## src/rtl/vlr_pkg.sv

```systemverilog
// Shared types, sizes and codes for the VGA line rasterizer.
`timescale 1ns / 1ps
`default_nettype none
package vlr_pkg;

  localparam int COORD_BITS = 12;
  localparam int DELTA_BITS = COORD_BITS + 1;
  localparam int ERR_BITS   = COORD_BITS + 3;
  localparam int CMPX_BITS  = COORD_BITS + 1;

  localparam int POINTS_PER_ITEM = 64;
  localparam int BUDGET_BITS     = $clog2(POINTS_PER_ITEM);

  // power of two so the queue pointers wrap on their own
  localparam int Q_DEPTH    = 2;
  localparam int Q_PTR_BITS = $clog2(Q_DEPTH);
  localparam int Q_CNT_BITS = $clog2(Q_DEPTH + 1);

  localparam int PLANAR_W = 640;
  localparam int PLANAR_H = 480;
  localparam int LINEAR_W = 320;
  localparam int LINEAR_H = 200;
  localparam int LINP_BITS = 19;
  localparam int ADDR_BITS = 16;

  localparam logic [1:0] MODE_TEXT   = 2'd0;
  localparam logic [1:0] MODE_PLANAR = 2'd1;
  localparam logic [1:0] MODE_LINEAR = 2'd2;

  localparam logic [1:0] ST_PLOT  = 2'd0;
  localparam logic [1:0] ST_CLIP  = 2'd1;
  localparam logic [1:0] ST_NOGFX = 2'd2;

  typedef struct packed {
    logic signed [COORD_BITS-1:0] start_x;
    logic signed [COORD_BITS-1:0] start_y;
    logic signed [COORD_BITS-1:0] end_x;
    logic signed [COORD_BITS-1:0] end_y;
    logic [7:0]                   pixel_colour;
  } line_cmd_t;

  typedef struct packed {
    logic [1:0]           status;
    logic [ADDR_BITS-1:0] byte_address;
    logic [2:0]           bit_position;
    logic [3:0]           plane_bits;
    logic [7:0]           pixel_byte;
    logic                 last_point;
  } point_res_t;

  typedef struct packed {
    logic                         is_err;
    logic signed [COORD_BITS-1:0] start_x;
    logic signed [COORD_BITS-1:0] start_y;
    logic signed [COORD_BITS-1:0] end_x;
    logic signed [COORD_BITS-1:0] end_y;
    logic [DELTA_BITS-1:0]        abs_dx;
    logic signed [DELTA_BITS-1:0] neg_abs_dy;
    logic [1:0]                   step_signs;
    logic [7:0]                   colour;
  } q_entry_t;

endpackage
`default_nettype wire

```

## src/rtl/vga_line_rasterizer.sv

```systemverilog
// Top level of the VGA line rasterizer: mode register, front end, queue, walker.
//
//   channel   direction  handshake              payload
//   in        input      in_valid / in_ready    in_data  (line_cmd_t)
//   out       output     out_valid / out_ready  out_data (point_res_t)
//   cfg       input      cfg_wr_en              cfg_wr_data (video_mode)
//
// Each line command is taken from the queue by the walker, which then emits
// one Bresenham point per cycle while the out channel is not stalled, and takes
// another command only when that transaction is finished.
// A line longer than 64 points continues on the following transactions, whose
// payload is then dropped. Reset clears the mode to text, empties the queue
// and abandons any line. A stalled out channel holds the walker; the queue
// keeps taking commands until it is full.
`timescale 1ns / 1ps
`default_nettype none
module vga_line_rasterizer import vlr_pkg::*; (
  input  wire logic       clk,
  input  wire logic       rst,
  input  wire logic       in_valid,
  output logic            in_ready,
  input  wire line_cmd_t  in_data,
  output logic            out_valid,
  input  wire logic       out_ready,
  output point_res_t      out_data,
  input  wire logic       cfg_wr_en,
  input  wire logic [1:0] cfg_wr_data
);

  logic [1:0] video_mode;
  q_entry_t   front_entry;
  q_entry_t   q_head;
  logic       q_full;
  logic       q_valid;
  logic       q_pop;

  // Mode register; a write also abandons a line in progress (see walker).
  always_ff @(posedge clk) begin
    if (rst) begin
      video_mode <= MODE_TEXT;
    end else if (cfg_wr_en) begin
      video_mode <= cfg_wr_data;
    end
  end

  // Accept a command whenever the queue has room.
  assign in_ready = !q_full;

  vlr_front u_front (
    .mode  (video_mode),
    .cmd   (in_data),
    .entry (front_entry)
  );

  vlr_fifo u_fifo (
    .clk       (clk),
    .rst       (rst),
    .push      (in_valid),
    .push_data (front_entry),
    .full      (q_full),
    .pop       (q_pop),
    .not_empty (q_valid),
    .head      (q_head)
  );

  vlr_back u_back (
    .clk       (clk),
    .rst       (rst),
    .mode      (video_mode),
    .cfg_clear (cfg_wr_en),
    .q_valid   (q_valid),
    .q_head    (q_head),
    .q_pop     (q_pop),
    .res_valid (out_valid),
    .res_ready (out_ready),
    .res_data  (out_data)
  );

endmodule
`default_nettype wire

```

## src/rtl/vlr_front.sv

```systemverilog
// Front end: classifies a line command and precomputes its deltas.
`timescale 1ns / 1ps
`default_nettype none
module vlr_front import vlr_pkg::*; (
  input  wire logic [1:0] mode,
  input  wire line_cmd_t  cmd,
  output q_entry_t        entry
);

  logic signed [DELTA_BITS-1:0] dx;
  logic signed [DELTA_BITS-1:0] dy;

  always_comb begin
    dx = {cmd.end_x[COORD_BITS-1], cmd.end_x} - {cmd.start_x[COORD_BITS-1], cmd.start_x};
    dy = {cmd.end_y[COORD_BITS-1], cmd.end_y} - {cmd.start_y[COORD_BITS-1], cmd.start_y};
    entry.is_err     = (mode != MODE_PLANAR) && (mode != MODE_LINEAR);
    entry.start_x    = cmd.start_x;
    entry.start_y    = cmd.start_y;
    entry.end_x      = cmd.end_x;
    entry.end_y      = cmd.end_y;
    entry.abs_dx     = dx[DELTA_BITS-1] ? -dx : dx;
    entry.neg_abs_dy = dy[DELTA_BITS-1] ? dy : -dy;
    // step each coordinate by -1 unless its end value is strictly greater than its start
    entry.step_signs = {dy[DELTA_BITS-1] || (dy == '0), dx[DELTA_BITS-1] || (dx == '0)};
    entry.colour     = cmd.pixel_colour;
  end

endmodule
`default_nettype wire

```

## src/rtl/vlr_fifo.sv

```systemverilog
// Short command queue between the front end and the line walker.
`timescale 1ns / 1ps
`default_nettype none
module vlr_fifo import vlr_pkg::*; (
  input  wire logic     clk,
  input  wire logic     rst,
  input  wire logic     push,
  input  wire q_entry_t push_data,
  output logic          full,
  input  wire logic     pop,
  output logic          not_empty,
  output q_entry_t      head
);

  q_entry_t              mem [Q_DEPTH];
  logic [Q_PTR_BITS-1:0] wr_ptr;
  logic [Q_PTR_BITS-1:0] rd_ptr;
  logic [Q_CNT_BITS-1:0] count;
  logic                  do_push;
  logic                  do_pop;

  assign full      = (count == Q_CNT_BITS'(Q_DEPTH));
  assign not_empty = (count != '0);
  assign do_push   = push && !full;
  assign do_pop    = pop && not_empty;
  assign head      = mem[rd_ptr];

  always_ff @(posedge clk) begin
    if (rst) begin
      wr_ptr <= '0;
      rd_ptr <= '0;
      count  <= '0;
    end else begin
      if (do_push) wr_ptr <= wr_ptr + 1'b1;
      if (do_pop)  rd_ptr <= rd_ptr + 1'b1;
      if (do_push && !do_pop)      count <= count + 1'b1;
      else if (do_pop && !do_push) count <= count - 1'b1;
    end
  end

  always_ff @(posedge clk) begin
    if (do_push) mem[wr_ptr] <= push_data;
  end

endmodule
`default_nettype wire

```

## src/rtl/vlr_back.sv

```systemverilog
// Back end: Bresenham walker, address generation and result register.
`timescale 1ns / 1ps
`default_nettype none
module vlr_back import vlr_pkg::*; (
  input  wire logic       clk,
  input  wire logic       rst,
  input  wire logic [1:0] mode,
  input  wire logic       cfg_clear,
  input  wire logic       q_valid,
  input  wire q_entry_t   q_head,
  output logic            q_pop,
  output logic            res_valid,
  input  wire logic       res_ready,
  output point_res_t      res_data
);

  localparam int EW = ERR_BITS;
  localparam int DW = DELTA_BITS;
  localparam int CW = COORD_BITS;

  logic                   walking;
  logic                   active;
  logic                   err_item;
  logic [BUDGET_BITS-1:0] budget;

  logic signed [CW-1:0]   cur_x;
  logic signed [CW-1:0]   cur_y;
  logic signed [CW-1:0]   target_x;
  logic signed [CW-1:0]   target_y;
  logic [DW-1:0]          abs_dx;
  logic signed [DW-1:0]   neg_abs_dy;
  logic signed [EW-1:0]   error_term;
  logic [1:0]             step_signs;
  logic [7:0]             held_colour;

  logic                   done;
  logic                   emit;
  logic                   load_line;
  logic signed [EW:0]     e2;
  logic signed [EW:0]     adx_w;
  logic signed [EW:0]     nady_w;
  logic                   step_x;
  logic                   step_y;
  logic [EW-1:0]          error_next;
  logic [EW-1:0]          error_init;
  logic [LINP_BITS-1:0]   lin_p;
  logic [ADDR_BITS-1:0]   lin_l;
  logic                   on_planar;
  logic                   on_linear;
  point_res_t             res;

  always_comb begin
    done      = (cur_x == target_x) && (cur_y == target_y);
    emit      = active && (!res_valid || res_ready);
    q_pop     = !active && !cfg_clear;
    load_line = q_pop && q_valid && !walking && !q_head.is_err;

    error_init = {{(EW-DW){1'b0}}, q_head.abs_dx}
               + {{(EW-DW){q_head.neg_abs_dy[DW-1]}}, q_head.neg_abs_dy};

    e2     = {error_term, 1'b0};
    adx_w  = {{(EW+1-DW){1'b0}}, abs_dx};
    nady_w = {{(EW+1-DW){neg_abs_dy[DW-1]}}, neg_abs_dy};
    step_x = (e2 >= nady_w);
    step_y = (e2 <= adx_w);
    error_next = error_term
               + (step_x ? nady_w[EW-1:0] : '0)
               + (step_y ? adx_w[EW-1:0] : '0);

    on_planar = !cur_x[CW-1] && !cur_y[CW-1]
             && ({1'b0, cur_x} < CMPX_BITS'(PLANAR_W))
             && ({1'b0, cur_y} < CMPX_BITS'(PLANAR_H));
    on_linear = !cur_x[CW-1] && !cur_y[CW-1]
             && ({1'b0, cur_x} < CMPX_BITS'(LINEAR_W))
             && ({1'b0, cur_y} < CMPX_BITS'(LINEAR_H));
    // x + 640y and x + 320y as shift-adds
    lin_p = LINP_BITS'(cur_x[9:0]) + (LINP_BITS'(cur_y[8:0]) << 9)
          + (LINP_BITS'(cur_y[8:0]) << 7);
    lin_l = ADDR_BITS'(cur_x[8:0]) + (ADDR_BITS'(cur_y[7:0]) << 8)
          + (ADDR_BITS'(cur_y[7:0]) << 6);

    res = '0;
    if (err_item) begin
      res.status     = ST_NOGFX;
      res.last_point = 1'b1;
    end else begin
      res.last_point = done;
      if (mode == MODE_PLANAR) begin
        if (on_planar) begin
          res.status       = ST_PLOT;
          res.byte_address = lin_p[LINP_BITS-1:3];
          res.bit_position = ~lin_p[2:0];
          res.plane_bits   = held_colour[3:0];
        end else begin
          res.status = ST_CLIP;
        end
      end else begin
        if (on_linear) begin
          res.status       = ST_PLOT;
          res.byte_address = lin_l;
          res.pixel_byte   = held_colour;
        end else begin
          res.status = ST_CLIP;
        end
      end
    end
  end

  always_ff @(posedge clk) begin
    if (rst) begin
      walking   <= 1'b0;
      active    <= 1'b0;
      err_item  <= 1'b0;
      budget    <= '0;
      res_valid <= 1'b0;
    end else begin
      if (emit)           res_valid <= 1'b1;
      else if (res_ready) res_valid <= 1'b0;

      if (cfg_clear) begin
        walking <= 1'b0;
      end else if (q_pop && q_valid) begin
        active <= 1'b1;
        budget <= '0;
        if (walking) begin
          err_item <= 1'b0;
        end else begin
          err_item <= q_head.is_err;
          if (!q_head.is_err) walking <= 1'b1;
        end
      end else if (emit) begin
        if (err_item) begin
          active <= 1'b0;
        end else begin
          budget <= budget + 1'b1;
          if (done) begin
            walking <= 1'b0;
            active  <= 1'b0;
          end else if (budget == BUDGET_BITS'(POINTS_PER_ITEM - 1)) begin
            active <= 1'b0;
          end
        end
      end
    end
  end

  always_ff @(posedge clk) begin
    if (load_line) begin
      cur_x       <= q_head.start_x;
      cur_y       <= q_head.start_y;
      target_x    <= q_head.end_x;
      target_y    <= q_head.end_y;
      abs_dx      <= q_head.abs_dx;
      neg_abs_dy  <= q_head.neg_abs_dy;
      step_signs  <= q_head.step_signs;
      held_colour <= q_head.colour;
      error_term  <= error_init;
    end else if (emit && !err_item && !done) begin
      error_term <= error_next;
      if (step_x) cur_x <= cur_x + (step_signs[0] ? {CW{1'b1}} : CW'(1));
      if (step_y) cur_y <= cur_y + (step_signs[1] ? {CW{1'b1}} : CW'(1));
    end
    if (emit) res_data <= res;
  end

endmodule
`default_nettype wire
```

## config.mk

```make
export PLATFORM = sky130hd
export DESIGN_NAME = vga_line_rasterizer
export DESIGN_NICKNAME = d
export VERILOG_FILES = /design/src/rtl/vlr_pkg.sv /design/src/rtl/vga_line_rasterizer.sv /design/src/rtl/vlr_front.sv /design/src/rtl/vlr_fifo.sv /design/src/rtl/vlr_back.sv
export SDC_FILE = /design/constraint.sdc
export NUM_CORES = 1
export LEC_CHECK = 0
export ABC_CLOCK_PERIOD_IN_PS = 7300
export BUFFER_PORTS_ARGS = -buffer_cell sky130_fd_sc_hd__buf_2
export CAP_MARGIN = 20
export CORE_MARGIN = 2
export CORE_UTILIZATION = 35
export CTS_CLUSTER_DIAMETER = 120
export DETAILED_ROUTE_END_ITERATION = 16
export GPL_ROUTABILITY_DRIVEN = 0
export PLACE_DENSITY_LB_ADDON = 0.3
export RECOVER_POWER = 50
export SLEW_MARGIN = 5
export SYNTH_ARGS = -nofsm -noshare
export SYNTH_HDL_FRONTEND = slang
export SYNTH_SLANG_ARGS = --single-unit
export TNS_END_PERCENT = 1
```

## constraint.sdc

```tcl
create_clock -name clk -period 7.3 [get_ports clk]
set_input_delay 1.095 -clock clk [delete_from_list [all_inputs] [get_ports clk]]
set_output_delay 1.095 -clock clk [all_outputs]
set_load 0.1 [all_outputs]
```

After elaboration in Yosys (flattened, before gate mapping)

Memory sizes are Yosys's and may differ from the RTL's. A register that Yosys moved wholly into a read port is not among the register bits.
Index checks and enable logic that the tools add are counted.

Memories kept: 1
RAM bits: 170
Bits in registers: 149

Memories:

| memory     | words | width | read ports | clocked after Yosys merged registers in | wr ports | line           | RTL |
|---|---|---|---|---|---|---|---|
| u_fifo.mem | 2     | 85    | 1          | 1                                       | 1        | vlr_fifo.sv:15 | `q_entry_t mem [Q_DEPTH];` |

Equality and inequality tests: 8
Multiplexer cells: 42
Bitwise logic cells: 5
$add $sub $neg: 18
Magnitude comparators: 6
Reduce and logical (&&, ||, !) cells: 52

Operator list:

| operator                                                    | number |
|---|---|
| two-way mux 12 bit                                          | 8 |
| two-way mux 15 bit                                          | 3 |
| two-way mux 13 bit                                          | 3 |
| adder 15 bit                                                | 2 |
| zero test 13 bit                                            | 2 |
| negation 13 bit                                             | 2 |
| subtractor 12 x 12 -> 13 bit                                | 2 |
| adder 12 bit                                                | 2 |
| == test 12 bit                                              | 2 |
| less-than comparator 12 x 9 -> 1 bit, second input constant | 2 |
| two-way mux 23 bit                                          | 1 |
| two-way mux 1 bit                                           | 20 |
| adder 10 x 18 -> 19 bit                                     | 1 |
| adder 19 x 16 -> 19 bit                                     | 1 |
| two-way mux 18 bit                                          | 1 |
| two-way mux 6 bit                                           | 3 |
| logical AND 1 bit                                           | 17 |
| adder 16 x 14 -> 16 bit                                     | 1 |
| adder 9 x 16 -> 16 bit                                      | 1 |
| >= comparator 16 x 13 -> 1 bit                              | 1 |
| <= comparator 16 x 14 -> 1 bit                              | 1 |
| two-way mux 16 bit                                          | 1 |
| nonzero test 2 bit                                          | 8 |
| adder 14 x 13 -> 15 bit                                     | 1 |
| 21 further kinds                                            | 45 |

Depth between registers and ports, before layout

Depth after elaboration: 7
Depth in mapped cells: 23
Depth with buffers taken out: 22

Hierarchy

Synthesis repeated with hierarchy kept, for this count alone.

Cell total of the unflattened synthesis: 1500
Area, all modules: 18171.2 µm²

By module, submodules not included:

| module              | cells each | instances | area an instance (µm²) | seq. area each (µm²) |
|---|---|---|---|---|
| vlr_back            | 883        | 1         | 9520.4                 | 4194.0 |
| vlr_fifo            | 289        | 1         | 6361.1                 | 5205.0 |
| vlr_front           | 321        | 1         | 2218.4                 | 0.0 |
| vga_line_rasterizer | 7          | 1         | 71.3                   | 40.0 |

Worst setup path after synthesis

OpenSTA, ideal clock, no wires.

Kind: register -> register
From: register u_fifo.count[0]
To: memory u_fifo.mem[0][0] (netlist name), enable pin
Slack: 1.751 ns
Data arrival time: 5.020 ns
Setup time: 0.529 ns
Clock period less this slack: 5.549 ns
Stages on the path, launching flop included: 4
Path through: dfxtp_1 -> nand2b_1 -> nand2_1 -> nor2_1

Word-level cells in the longest chain between the ends: 5

Ends and longest elaborated chain:

| item                                    | line                      | RTL |
|---|---|---|
| start: declaration                      | vlr_fifo.sv:18            | `logic [Q_CNT_BITS-1:0] count;` |
| start signal: assignment                | vlr_fifo.sv:36            | `if (do_push && !do_pop) count <= count + 1'b1;` |
| start signal: assignment                | vlr_fifo.sv:37            | `else if (do_pop && !do_push) count <= count - 1'b1;` |
| == test 2 bit                           | vlr_fifo.sv:22            | `assign full = (count == Q_CNT_BITS'(Q_DEPTH));` |
| zero test 1 bit                         | -                         |  |
| via in_ready                            | vga_line_rasterizer.sv:21 | `output logic in_ready,` |
| logical AND 1 bit                       | vlr_fifo.sv:24            | `assign do_push = push && !full;` |
| two-way mux 1 bit                       | vlr_fifo.sv:42            | `if (do_push) mem[wr_ptr] <= push_data;` |
| two-way mux 1 bit (implied by the code) | vlr_fifo.sv:42            |  |
| end: declaration                        | vlr_fifo.sv:15            |  |

The timed path passes the listed nets, and every way through them passes these cells.

==> impl_metrics.ini <==
[status]
outcome = finished, violations left
violations = max-capacitance violations, max-slew violations

[drt]
viasPerCell = 5.000
finalWirelength_mm = 39.83
drcViolationCount = 0
dr.pass1.iters = 5
wl_per_cell_um = 17.91
num_vias = 11120
final_antenna_net_count = 0
drtIter0Drc = 628

[timing]
slew_viol_final = 138
tns_ns = 0
clock_skew_ns = 0.02386
relSlewSlack = -1.624
period_minus_slack_ns = 5.481
rsz0062_at_grt = no
hold_viol_final = 0
post-route-period-util = 0.7508
fmax_mhz = 182.5
setup_viol = 0
worst_pin_slew_ns = 3.935

[synth]
synth_area_um2 = 17330
synth_top_cell_by_area = edfxtp_1
synthArstFlopShare = 0
ys_ff_latch = 320
synth_top_area_share = 0.5251
synth_nets = 1637
syn_area_per_cell_um2 = 12.17
synthFlopType = edfxtp_1
yosys.cell_types.count = 54
synth_commonest_cells = edfxtp_1 (303), ha_1 (127), inv_1 (121), a21oi_1 (88), nand2_1 (81)
seq_area_frac_synth = 0.5447
syn-instance-count = 1424
yosysMostFrequentCell = edfxtp_1
yosys-top-cells-area = edfxtp_1 (53%), ha_1 (9.2%), mux2_2 (3.9%)
synth-edff-count = 303
yosysWarnings = 0

[critical_path]
cp_cell_sequence = buf_4, mux2_1, ha_1, a2111oi_0, a211oi_1, o21ai_0, a21oi_1, xnor2_1, mux2i_1
crit_family = flip-flops
worst-path-buf-inv = 1
cp_data_arrival_time_ns = 5.75
cp_slowest_cell = dfxtp_1
r2r_slack_ns = 1.82
critPathLaunchType = register
worstPathMaxFanout = 49
cp.required_ns = 7.57
worst_path_largest_cell_delay_ns = 1.97
worstSetupEndpointType = register
crit_type = reg -> reg

[clock_tree]
clk_latency_ns = 0.55
clk_pin_slew_ns = 0.06
post_cts.repair.setup_buffers = 0
cts_made_buffers = 37
htree_levels = 2
cts_tree = yes
cts_max_path_buffers = 3
clk_root_buffer_cell = clkbuf_16
cts_sinks = 320
ctsHoldBuffers = 0
cts_resized = 0

[floorplanning]
core_um2 = 48950
dieWidth_um = 226.5
die-area_um2 = 51310
io_pins = 99
start_util = 0.3540
num_rows = 81
fp.dieH_um = 226.5

[grt]
antenna_found_initial = 1
grt_pass1_wl_mm = 62.20
grt_max_degree = 65
overflow = 0
track_usage = 0.1578
grt_pass1_vias = 10990

[finish]
drive_gt1_frac = 0.08077
n_fill_cell = 4620
antenna_cells = 0
nets = 1746
area_growth_syn_to_layout_pct = 13.32

[power]
power-per-cell-area_nw_per_um2 = 438.6
p_leak_nw = 7.497
p_total_mw = 8.613
peakVddDrop_mv = 0.2417

[hold_path]
min_path_type = reg -> reg

[job]
maxCapViolations = 3

[place]
io_buffers = 98
dp_hpwl_mm = 29.21
-- final timing paths --
path,from,to,cells past startpoint
hold reg to reg,u_back.active$_SDFFE_PP0P_,u_back.res_valid$_SDFFE_PP0P_,2
hold / removal,u_back.active$_SDFFE_PP0P_,u_back.res_valid$_SDFFE_PP0P_,2
setup / recovery,register,u_back.error_term[14]$_DFFE_PP_,9
setup reg to reg,register,u_back.error_term[14]$_DFFE_PP_,9
-- logic make-up after synthesis --
logic type	count (synthesis)	share of synthesized area
AO/OA/AOI/OAI	288	0.1046
XOR/XNOR	113	0.05711
adder cells (fa/ha/maj)	150	0.1183
buffers and inverters	158	0.03422
flip-flops	320	0.5447
multiplexers	83	0.05227
AND/OR/NAND/NOR	312	0.08881
-- power breakdown --
group	switching, mW	internal [mW]	total, mW
sequential	0.284	2.65	2.93
combinational	2.35	1.54	3.89
clock	0.745	1.05	1.79
total	3.38	5.23	8.61
-- state kept, by name, summed over array words and instances, names as in the netlist, 2 cells and up, named ones only --
register,count
u_fifo.mem,170
u_back.target_x,12
u_back.abs_dx,13
u_back.target_y,12
u_back.cur_y,12
u_back.budget,6
u_fifo.count,2
u_back.cur_x,12
u_back.neg_abs_dy,13
u_back.held_colour,8
u_back.step_signs,2
u_back.res_data,34
video_mode,2
u_back.error_term,15
-- metrics by stage --
stage | instances | area [um^2] | setup WS [ns] | hold WS [ns] | util
detailed placement | 2157 | 18600 | 2.011 | 0.4782 | 0.3799
finish | 2224 | 19640 | 1.819 | 0.4793 | 0.4012
CTS | 2223 | 19750 | 1.968 | 0.4845 | 0.4035
global placement | 2157 | 18600 | 2.111 | 0.4691 | 0.3799
floorplan | 1424 | 17330 | 1.751 | 0.4222 | -
global route | 2224 | 19640 | 1.398 | 0.5204 | 0.4012
-- placed cells by master, fill, tap and decap left out, drive strengths merged, types with 7 or more instances in the layout --
| cell type | Yosys | final |
|---|---|---|
| a31oi | 7 | 7 |
| o211ai | 7 | 7 |
| and2 | 17 | 17 |
| fa | 23 | 23 |
| buf | 5 | 26 |
| a21o | 31 | 31 |
| nand3 | 16 | 16 |
| a21oi | 88 | 88 |
| nand2b | 22 | 22 |
| ha | 127 | 127 |
| nor4 | 11 | 11 |
| o31ai | 12 | 12 |
| nand4 | 11 | 11 |
| o21a | 13 | 13 |
| o22ai | 7 | 7 |
| o21bai | 10 | 10 |
| nand2 | 81 | 81 |
| xor2 | 50 | 50 |
| and3 | 7 | 7 |
| nor2b | 20 | 20 |
| edfxtp | 303 | 303 |
| clkinv | 0 | 14 |
| a211oi | 17 | 17 |
| mux2i | 23 | 23 |
| o21ai | 64 | 64 |
| mux2 | 60 | 60 |
| nor3 | 33 | 33 |
| nor2 | 66 | 66 |
| xnor2 | 63 | 63 |
| inv | 121 | 123 |
| dfxtp | 17 | 17 |
| or3 | 14 | 14 |
| clkbuf | 32 | 128 |
-- metal layers --
metal	vias to the layer above	global-route usage	wire length, um
met4	2	0.04266	736
met2	203	0.2590	18380
met3	58	0.02358	1529
li1	5431	-	-
met1	5427	0.2178	19180
met5	-	0	8
-- worst reg2reg max path, cell delays in order (launching register included) --
cell	delay [ns]
dfxtp_1	1.97
buf_4	0.81
mux2_1	0.50
ha_1	0.26
a2111oi_0	0.54
a211oi_1	0.21
o21ai_0	0.37
a21oi_1	0.15
xnor2_1	0.29
mux2i_1	0.12
-- layout make-up --
cell class / instances / area, um^2 / share of cell area
multi-input combinational: 946 / 7303 / 0.3719
inverter: 121 / 456.7 / 0.02326
tap: 664 / 830.8 / 0.04231
clock inverter: 19 / 191.4 / 0.009748
clock buffer: 47 / 963.4 / 0.04906
sequential: 320 / 9439 / 0.4807
timing repair buffer: 107 / 452.9 / 0.02306
Note: power is estimated with default switching activity, not from simulation.
